===== config.mk =====
export PLATFORM = sky130hd
export DESIGN_NAME = shuffled_lcg_random_generator
export DESIGN_NICKNAME = d
export VERILOG_FILES = /design/src/design/slcg_pkg.sv /design/src/design/shuffled_lcg_random_generator.sv /design/src/design/slcg_lcg_step.sv /design/src/design/slcg_index.sv
export SDC_FILE = /design/constraint.sdc
export NUM_CORES = 2
export LEC_CHECK = 0
export ABC_AREA = 0
export BUFFER_PORTS_ARGS = -buffer_cell sky130_fd_sc_hd__buf_2
export CAP_MARGIN = 20
export CORE_MARGIN = 2
export CORE_UTILIZATION = 55
export DETAILED_ROUTE_END_ITERATION = 16
export PLACE_DENSITY = 0.74
export SLEW_MARGIN = 5
export SYNTH_ARGS = -nofsm -noshare
export SYNTH_HDL_FRONTEND = slang
export SYNTH_SLANG_ARGS = --single-unit

===== constraint.sdc =====
create_clock -name i_clk -period 7.03 [get_ports i_clk]
set_clock_uncertainty 0.15 [all_clocks]
set_input_delay 1.406 -clock i_clk [delete_from_list [all_inputs] [get_ports i_clk]]
set_output_delay 1.406 -clock i_clk [all_outputs]
set_load 0.02 [all_outputs]

===== src/design/slcg_pkg.sv =====
// shared constants for the shuffled minimal-standard random generator
package slcg_pkg;

    localparam int DATA_W = 31;
    localparam int DEF_TABLE_SIZE = 32;
    localparam int WARMUP_EXTRA = 7;
    localparam logic [14:0] LCG_MULT = 15'd16807;
    localparam logic [31:0] LCG_MOD = 32'h7FFF_FFFF;

endpackage


===== src/design/shuffled_lcg_random_generator.sv =====
// top level of the shuffled minimal-standard random generator
// Each request on the slave stream yields one deviate in 1 .. 2^31-2 on the master stream;
// divide by 2^31-1 for a fraction. A request with reseed set, and the first request after
// reset, starts the generator from the seed register (0 and 2^31-1 both act as 1) and runs
// TABLE_SIZE+8 generator steps that fill the shuffle table before drawing. Every generator step goes
// through the 31x15 multiplier, whose product is registered, and then a modulo fold. A plain
// draw is one table read followed by a write of the same entry. When (2^31-2)/TABLE_SIZE+1
// is a power of two (any power-of-two TABLE_SIZE, the default 32 included) the table index
// is a shift; otherwise it needs a reciprocal multiply and a correction. A finished result
// sits in an output register; the next request is taken while it waits. The seed must be
// written only while idle; the block itself does not enforce it.
module shuffled_lcg_random_generator #(
    parameter int TABLE_SIZE = slcg_pkg::DEF_TABLE_SIZE
) (
    input  logic        i_clk,
    input  logic        i_rst_n,
    input  logic        s_axis_tvalid,
    output logic        s_axis_tready,
    input  logic [7:0]  s_axis_tdata,   // [0] reseed, [7:1] zero
    output logic        m_axis_tvalid,
    input  logic        m_axis_tready,
    output logic [31:0] m_axis_tdata,   // [30:0] random_value, [31] zero
    input  logic        i_cfg_valid,
    output logic        o_cfg_ready,
    input  logic [30:0] i_cfg_data
);

    localparam int IDX_W = (TABLE_SIZE > 1) ? $clog2(TABLE_SIZE) : 1;
    localparam int CNT_W = $clog2(TABLE_SIZE + slcg_pkg::WARMUP_EXTRA + 1);
    localparam int DW = slcg_pkg::DATA_W;

    typedef enum logic [4:0] {
        S_IDLE     = 5'b00001,
        S_SEED_MUL = 5'b00010,
        S_SEED_RED = 5'b00100,
        S_IDX_WAIT = 5'b01000,
        S_DRAW     = 5'b10000
    } t_state;

    t_state           r_state, n_state;
    logic [DW-1:0]    r_seed;
    logic             r_seeded;
    logic [DW-1:0]    r_lcg;
    logic [CNT_W-1:0] r_cnt;
    logic             r_ovalid;
    logic [DW-1:0]    r_odata;
    logic [DW-1:0]    r_table [TABLE_SIZE];
    logic [DW-1:0]    r_rdata;

    logic             accept;
    logic             want_seed;
    logic [DW-1:0]    seed_init;
    logic             out_free;
    logic             draw_done;
    logic             seed_last;
    logic             mul_start;
    logic             rd_en;
    logic             tbl_we;
    logic [IDX_W-1:0] tbl_waddr;
    logic             idx_load;
    logic [DW-1:0]    idx_value;
    logic             idx_valid;
    logic [IDX_W-1:0] idx;
    logic [DW-1:0]    lcg_next;

    slcg_lcg_step u_step (
        .i_clk   (i_clk),
        .i_start (mul_start),
        .i_state (r_lcg),
        .o_next  (lcg_next)
    );

    slcg_index #(
        .TABLE_SIZE (TABLE_SIZE)
    ) u_index (
        .i_clk   (i_clk),
        .i_rst_n (i_rst_n),
        .i_load  (idx_load),
        .i_value (idx_value),
        .o_valid (idx_valid),
        .o_idx   (idx)
    );

    always_comb begin
        s_axis_tready = (r_state == S_IDLE) && idx_valid;
        accept        = s_axis_tvalid && s_axis_tready;
        want_seed     = s_axis_tdata[0] || !r_seeded;
        seed_init     = ((r_seed == '0) || (&r_seed)) ? DW'(1) : r_seed;
        out_free      = !r_ovalid || m_axis_tready;
        draw_done     = (r_state == S_DRAW) && out_free;
        seed_last     = (r_state == S_SEED_RED) && (r_cnt == '0);
        rd_en         = (accept && !want_seed) || ((r_state == S_IDX_WAIT) && idx_valid);
        mul_start     = rd_en || (r_state == S_SEED_MUL);
        // warm-up steps above the table size only advance the generator
        tbl_we        = ((r_state == S_SEED_RED) && (r_cnt < CNT_W'(TABLE_SIZE))) || draw_done;
        tbl_waddr     = draw_done ? idx : r_cnt[IDX_W-1:0];
        idx_load      = seed_last || draw_done;
        idx_value     = draw_done ? r_rdata : lcg_next;
    end

    always_comb begin
        n_state = r_state;
        case (r_state)
            S_IDLE: begin
                if (accept) begin
                    n_state = want_seed ? S_SEED_MUL : S_DRAW;
                end
            end
            S_SEED_MUL: begin
                n_state = S_SEED_RED;
            end
            S_SEED_RED: begin
                n_state = (r_cnt == '0) ? S_IDX_WAIT : S_SEED_MUL;
            end
            S_IDX_WAIT: begin
                if (idx_valid) begin
                    n_state = S_DRAW;
                end
            end
            S_DRAW: begin
                if (out_free) begin
                    n_state = S_IDLE;
                end
            end
            default: begin
                n_state = S_IDLE;
            end
        endcase
    end

    always_ff @(posedge i_clk) begin
        if (!i_rst_n) begin
            r_state  <= S_IDLE;
            r_seed   <= DW'(1);
            r_seeded <= 1'b0;
            r_ovalid <= 1'b0;
        end else begin
            r_state <= n_state;
            if (i_cfg_valid) begin
                r_seed <= i_cfg_data;
            end
            if (seed_last) begin
                r_seeded <= 1'b1;
            end
            if (draw_done) begin
                r_ovalid <= 1'b1;
            end else if (m_axis_tready) begin
                r_ovalid <= 1'b0;
            end
        end
    end

    always_ff @(posedge i_clk) begin
        if (accept && want_seed) begin
            r_lcg <= seed_init;
            r_cnt <= CNT_W'(TABLE_SIZE + slcg_pkg::WARMUP_EXTRA);
        end else begin
            if ((r_state == S_SEED_RED) || draw_done) begin
                r_lcg <= lcg_next;
            end
            if ((r_state == S_SEED_RED) && (r_cnt != '0)) begin
                r_cnt <= r_cnt - CNT_W'(1);
            end
        end
        if (draw_done) begin
            r_odata <= r_rdata;
        end
    end

    // shuffle table: one write port, one registered read port
    always_ff @(posedge i_clk) begin
        if (tbl_we) begin
            r_table[tbl_waddr] <= (draw_done ? lcg_next : lcg_next);
        end
        if (rd_en) begin
            r_rdata <= r_table[idx];
        end
    end

    assign o_cfg_ready   = 1'b1;
    assign m_axis_tvalid = r_ovalid;
    assign m_axis_tdata  = {1'b0, r_odata};

    a_seed_path: assert property (@(posedge i_clk) disable iff (!i_rst_n)
        (accept && want_seed) |=> (r_state == S_SEED_MUL))
        else $error("seeding request did not start warm-up");

    a_out_nonzero: assert property (@(posedge i_clk) disable iff (!i_rst_n)
        r_ovalid |-> (r_odata != '0))
        else $error("zero deviate delivered");

    a_out_from_draw: assert property (@(posedge i_clk) disable iff (!i_rst_n)
        $rose(r_ovalid) |-> ($past(r_state) == S_DRAW))
        else $error("result appeared outside a draw");

    a_state_nonzero: assert property (@(posedge i_clk) disable iff (!i_rst_n)
        (r_seeded && (r_state == S_IDLE)) |-> (r_lcg != '0))
        else $error("generator state stuck at zero");

endmodule


===== src/design/slcg_lcg_step.sv =====
// one Lehmer step: registered product by 16807, then folding modulo 2^31-1
module slcg_lcg_step (
    input  logic                          i_clk,
    input  logic                          i_start,
    input  logic [slcg_pkg::DATA_W-1:0]   i_state,
    output logic [slcg_pkg::DATA_W-1:0]   o_next
);

    logic [45:0] r_prod;
    logic [31:0] sum;
    logic [31:0] folded;

    always_ff @(posedge i_clk) begin
        if (i_start) begin
            r_prod <= 46'(i_state) * 46'(slcg_pkg::LCG_MULT);
        end
    end

    // 2^31 == 1 mod (2^31-1): add the high part onto the low part once
    always_comb begin
        sum    = 32'(r_prod[30:0]) + 32'(r_prod[45:31]);
        folded = (sum >= slcg_pkg::LCG_MOD) ? (sum - slcg_pkg::LCG_MOD) : sum;
        o_next = folded[slcg_pkg::DATA_W-1:0];
    end

endmodule


===== src/design/slcg_index.sv =====
// shuffle table index: value / NDIV, saturated to the last entry
module slcg_index #(
    parameter int TABLE_SIZE = slcg_pkg::DEF_TABLE_SIZE
) (
    input  logic                                          i_clk,
    input  logic                                          i_rst_n,
    input  logic                                          i_load,
    input  logic [slcg_pkg::DATA_W-1:0]                   i_value,
    output logic                                          o_valid,
    output logic [((TABLE_SIZE > 1) ? $clog2(TABLE_SIZE) : 1)-1:0] o_idx
);

    localparam int IDX_W = (TABLE_SIZE > 1) ? $clog2(TABLE_SIZE) : 1;
    localparam logic [31:0] NDIV = 32'd1 + (slcg_pkg::LCG_MOD - 32'd1) / 32'(TABLE_SIZE);
    localparam bit POW2 = ((NDIV & (NDIV - 32'd1)) == 32'd0);
    localparam int SH = $clog2(NDIV);
    localparam logic [1:0] LAT = POW2 ? 2'd0 : 2'd2;

    function automatic logic [IDX_W-1:0] f_sat(input logic [31:0] q);
        logic [IDX_W-1:0] res;
        if (q >= 32'(TABLE_SIZE)) begin
            res = IDX_W'(TABLE_SIZE - 1);
        end else begin
            res = q[IDX_W-1:0];
        end
        return res;
    endfunction

    logic [1:0] r_pend;

    always_ff @(posedge i_clk) begin
        if (!i_rst_n) begin
            r_pend <= 2'd0;
        end else if (i_load) begin
            r_pend <= LAT;
        end else if (r_pend != 2'd0) begin
            r_pend <= r_pend - 2'd1;
        end
    end

    assign o_valid = (r_pend == 2'd0);

    generate
        if (POW2) begin : g_shift
            logic [IDX_W-1:0] r_idx;

            always_ff @(posedge i_clk) begin
                if (i_load) begin
                    r_idx <= f_sat(32'(i_value >> SH));
                end
            end

            assign o_idx = r_idx;
        end else begin : g_recip
            // reciprocal estimate is low by at most one, fixed by one compare
            localparam logic [63:0] RECIP64 = (64'd1 << 40) / 64'(NDIV);
            localparam logic [17:0] RECIP = RECIP64[17:0];

            logic [slcg_pkg::DATA_W-1:0] r_x;
            logic [8:0]                  r_est;
            logic [IDX_W-1:0]            r_idx;
            logic [48:0]                 est_prod;
            logic [40:0]                 back_prod;
            logic [40:0]                 rem;
            logic [9:0]                  q_fix;

            always_comb begin
                est_prod  = 49'(r_x) * 49'(RECIP);
                back_prod = 41'(r_est) * 41'(NDIV);
                rem       = 41'(r_x) - back_prod;
                q_fix     = (rem >= 41'(NDIV)) ? (10'(r_est) + 10'd1) : 10'(r_est);
            end

            always_ff @(posedge i_clk) begin
                if (i_load) begin
                    r_x <= i_value;
                end
                r_est <= est_prod[48:40];
                r_idx <= f_sat(32'(q_fix));
            end

            assign o_idx = r_idx;
        end
    endgenerate

endmodule

# [Word level (Yosys, flattened, before mapping)]
# Memory sizes are Yosys's and may differ from the RTL's. A register that Yosys moved wholly into a read port is not among the register bits.
# Index checks and enable logic that the tools add are counted.
# Widths: inputs -> output; s select.
[word_totals] input_bits=44 ff_bits=159 mem_count=1 ramBits=992 elab_cells=74
[op_classes] add_sub_neg=4 mux=16 mul=1 magnitude_cmp=3 n_bitwise=1 reduce_logical=30 eq_ne=8
[memory_table] memory="r_table" depth=32 word_bits=31 rd=1 rd_ports_with_merged_regs=1 wr=1 line="shuffled_lcg_random_generator.sv:47" text="logic [DW-1:0] r_table [TABLE_SIZE];"
[op_table] operator="$mux 31" count=5
[op_table] operator="$mul 31x15->46 const B" count=1
[op_table] operator="$add 31x15->32" count=1
[op_table] operator="$ge 32x31->1 const B" count=1
[op_table] operator="$logic_not 31->1" count=1
[op_table] operator="$reduce_and 31->1" count=1
[op_table] operator="$sub 31x31->31 const B" count=1
[op_table] operator="$mux 5" count=5
[op_table] operator="$pmux 5 s5" count=1
[op_table] operator="$logic_and 1x1->1" count=9
[op_table] operator="$logic_or 1x1->1" count=8
[op_table] operator="$ge 5x6->1 const B" count=1
[op_table] operator="$logic_not 6->1" count=1
[op_table] operator="$lt 6x6->1 const B" count=1
[op_table] operator="$ne 2x2->1 const B" count=3
[op_table] operator="$reduce_bool 2->1" count=3
[op_table] operator="$reduce_bool 6->1" count=1
[op_table] operator="$sub 6x1->6 const B" count=1
[op_table] operator="$eq 5x1->1 const B" count=1
[op_table] operator="$eq 5x2->1 const B" count=1
[op_table] operator="$eq 5x3->1 const B" count=1
[op_table] operator="$eq 5x4->1 const B" count=1
[op_table] operator="$eq 5x5->1 const B" count=1
[op_table] operator="$mux 1" count=4
[op_table] operator="other kinds (7)" count=9

# [Longest topological paths before layout]
[logic_depth] depth_word=6 mapped_depth=22 depth_no_buf=22

# [Cells and area by module]
# Synthesis repeated with hierarchy kept, for this count alone.
[unflattened] cells_unflattened=3254 area_unflattened_um2=54360.9
[by_module_without_submodules] module="shuffled_lcg_random_generator" instances=1 area_per_inst_um2=42757.3 cells_each=2010 seq_area_each_um2=33462.1
[by_module_without_submodules] module="slcg_lcg_step" instances=1 area_per_inst_um2=11348.4 cells_each=1228 seq_area_each_um2=1381.3
[by_module_without_submodules] module="slcg_index" instances=1 area_per_inst_um2=255.2 cells_each=16 seq_area_each_um2=190.2

# [Worst setup path after synthesis]
# No wires, ideal clock.
[synth_path] kind="register to register" start="register r_lcg[13]" end="register u_step.r_prod[43], data pin" setup_time_ns=0.282 period_less_slack_ns=6.038 n_path_buf=0 arrival_time_ns=5.606 stages_incl_launch_ff=23 setup_slack_ns=0.992 required_ns=6.598 cell_sequence="edfxtp_1 inv_1 fa_1 inv_1 ha_1 fa_1 inv_1 fa_1 inv_1 fa_1 inv_1 fa_1 inv_1 ha_1 nand4_1 nor2_1 o21a_1 o21ai_0 a2111oi_0 o211ai_1 a211oi_1 nand2b_1 o311ai_0"
[synth_via] elab_chain_len=1
[synth_lines] element="start, declared" line="shuffled_lcg_random_generator.sv:43" text="logic [DW-1:0] r_lcg;"
[synth_lines] element="start signal, assigned" line="shuffled_lcg_random_generator.sv:155" text="r_lcg <= seed_init;"
[synth_lines] element="start signal, assigned" line="shuffled_lcg_random_generator.sv:159" text="r_lcg <= lcg_next;"
[synth_lines] element="$mul 31x15->46" line="slcg_lcg_step.sv:15" text="r_prod <= 46'(i_state) * 46'(slcg_pkg::LCG_MULT);"
[synth_lines] element="end signal, assigned" line="slcg_lcg_step.sv:15"
[synth_lines] element="end, declared" line="slcg_lcg_step.sv:9" text="logic [45:0] r_prod;"
# Every way passes these cells.
# A chain may end at the register's enable or synchronous reset.

# [Worst setup path after layout]
[layout_path] start="register r_lcg[11]" end="register u_step.r_prod[43], data pin"
# The elaborated chain is that of the path after synthesis.

==> impl_results.md <==
* Async S/R FF share, synth at 0%
* Distinct cells, synth at 86
* Area delta synth->final at 11.68%
* Compound-cell area share of the yosys netlist at 3.637%
* Area share of fa/ha/maj cells after synthesis at 9.647%
* Drt pass-1 iters at 6
* TritonCTS Buffers at 110
* Worst-Margin Slew at 1.096 ns
* Register area share after synthesis at 64.25%
* Cell at the slowest stage of the critical path: fa_1
* Synth cell count leaders: edfxtp_1, mux4_2, inv_1
* DRC errors left at 0
* Yosys Warn Count at 0
* CTS H-tree depth at 3
* TritonCTS clock tree: done
* Critical path fanouts, max at 5
* Largest family of logic cells by synthesized area: multiplexers
* N_diodes at 0
* Register bit total from synthesis at 1,182
* Most used cell along the critical path: inv_1
* Via density at 6.371
* Sink Count at 1,182
* Worst hold start: r_rdata[15]
* Final Wtd Congestion at 0.9322
* Slew HR at 25.94%
* Wirelength per Cell at 29.23 microns
* Worst Setup SP: r_lcg[11]
* Setup crit end kind: flip-flop
* Die height at 318.9 microns
* Root Buffer: clkbuf_16
* Final Max Slew Viols at 0
* I/O pins at 79
* First-pass GRT wire length at 200.3 mm
* Syn nets at 3,509
* Setup CP Type: reg -> reg
* Syn_area_per_cell at 17.45 sq um
* Max Clk Rate at 148.7 MHz
* Antenna Nets Post-Route at 0
* Main area contributors after synthesis: edfxtp_1, mux4_2, fa_1
* Worst min path class: reg -> reg
* Fillers at 6,781
* Mux share of post-synthesis cell area at 14.09%
* Total wire length at 136.2 mm
* DR vias at 29,690
* Initial antenna violation count at 3
* Ys flop type: edfxtp_1
* Clock Latency Late Sink at 0.70 ns
* Layout cells sized above 1 at 22.38%
* Reg-to-reg startpoint: r_lcg[11]
* Most numerous cell in the Yosys netlist: edfxtp_1
* Fin. Hold Viols at 0
* Post-CTS setup buffer count at 0
* Port buffer count at 69
* Initial detailed-routing violation count at 3,475
* Largest net degree at the start of global routing at 140
* Hpwl dp at 84.08 mm
* Startpoint types: flip-flop
* Status: completed
* Initial Utilization at 55.48%
* Top cell type's share of synthesized area at 62.56%
* Crit path max-delay family: adder cells
* Largest stage delay, worst path at 0.57 ns
* Maximum clock path buffer count at 3
* Post-synth EDFFs at 1,136
* Post-Syn Area at 54,520 sq um
* Max-cap violations at 0
* TNS Setup at 0 ns
* Total gr overflow at 0
* CP arrival at 7.03 ns
* Clk pin slew, worst setup/hold paths at 0.06 ns
* GRT Total Usage at 27.14%
* Buf+Inv Stages, Crit Path at 7
* Synth Instances at 3,125
* Yosys top cell by area: edfxtp_1
* Vias in the first global route at 30,650
* XOR/XNOR share of the synthesized area at 1.060%
* RSZ-0062 raised after global routing: false
* NumNets Final at 3,673
* Critical path data required time at 7.34 ns
* Ordered cell list for the critical path: inv_1 -> fa_1 -> inv_1 -> ha_1 -> inv_1 -> fa_1 -> inv_1 -> ha_1 -> fa_1 -> inv_1 -> fa_1 -> inv_1 -> ha_1 -> and4_1 -> and3_1 -> a211o_1 -> o21ai_1 -> a2111oi_2 -> buf_4 -> o211ai_1 -> a211oi_1 -> nand2b_1 -> o311ai_0
* # rows at 115
* Final period util at 95.65%
* Synth Area in Simple Gates at 4.273%
* Post-route minimum period at 6.724 ns
* Core ar. at 98,280 sq um
* Final setup violation count at 0
* Die X at 318.9 microns
* DIE AREA at 101,700 sq um
[per-layer routing]
layer | share of wire, % | vias up | track usage [%]
li1 | - | 12470 | -
met1 | 39 | 15480 | 37.07
met2 | 49 | 1527 | 44.59
met3 | 8.7 | 216 | 5.220
met4 | 3.0 | 0 | 8.499
met5 | 0 | - | 0.1418
[logic make-up after synthesis]
group	count (synthesis)
other cells	2
buf+inv	423
flops	1182
simple gates	446
compound gates	290
mux	376
fa+ha+maj	340
xor+xnor	66
[state kept, by name, indices dropped and copies added, names as in the netlist]
name,count
m_axis_tvalid,1
r_seed,31
u_index.r_pend,2
u_step.r_prod,46
r_state,5
r_cnt,6
r_rdata,31
r_seeded,1
r_lcg,31
r_odata,31
r_table,992
u_index.o_idx,5
[cells in the final DEF (no fill, tap or decap), types with 38 or more instances in the layout]
cell	Yosys	routed
buf_2	5	69
nand3_1	38	38
fa_1	134	134
o21ai_0	43	41
mux4_2	310	310
inv_1	302	302
nor2b_1	44	43
a21o_1	40	40
buf_4	6	82
nor2_1	122	78
nand2_1	82	82
dfxtp_1	46	46
edfxtp_1	1136	1136
ha_1	206	206
clkbuf_16	0	111
a21oi_1	74	72
[worst paths after layout]
check	to	slack [ns]	cells after the start
max	u_step.r_prod[43]	0.31	23
max reg2reg	u_step.r_prod[43]	0.31	23
min	r_odata[15]	0.26	0
min reg2reg	r_odata[15]	0.26	0
[through the flow]
step	cell area (sq um)	util [%]	instances	worst slack [ns]	hold slack, ns
floorplan	54520	-	3125	0.9916	0.2503
global placement	57200	58.21	4453	0.3163	0.2519
detailed placement	57260	58.26	4455	0.2108	0.2557
CTS	60730	61.80	4651	0.1412	0.2576
global route	60890	61.96	4660	0.003509	0.2743
finish	60890	61.96	4660	0.3055	0.2577
[timing repair]
action,in CTS,in global routing
setup endpoints to repair,0,10
gates resized for setup,0,4
hold endpoints to repair,0,0
hold buffers,0,0
[final cells by class]
cell class / count / area (sq um) / area share (%)
Inverter: 303 / 1137 / 1.868
Multi-Input combinational cell: 1520 / 18280 / 30.02
Clock buffer: 127 / 2838 / 4.660
Clock inverter: 69 / 635.6 / 1.044
Tap cell: 1287 / 1610 / 2.645
Sequential cell: 1182 / 35030 / 57.54
Timing Repair Buffer: 172 / 1358 / 2.229
Power is left out: the tool's default activity adds up to more than one toggle a clock period on the data nets, which glitch-free logic cannot reach.
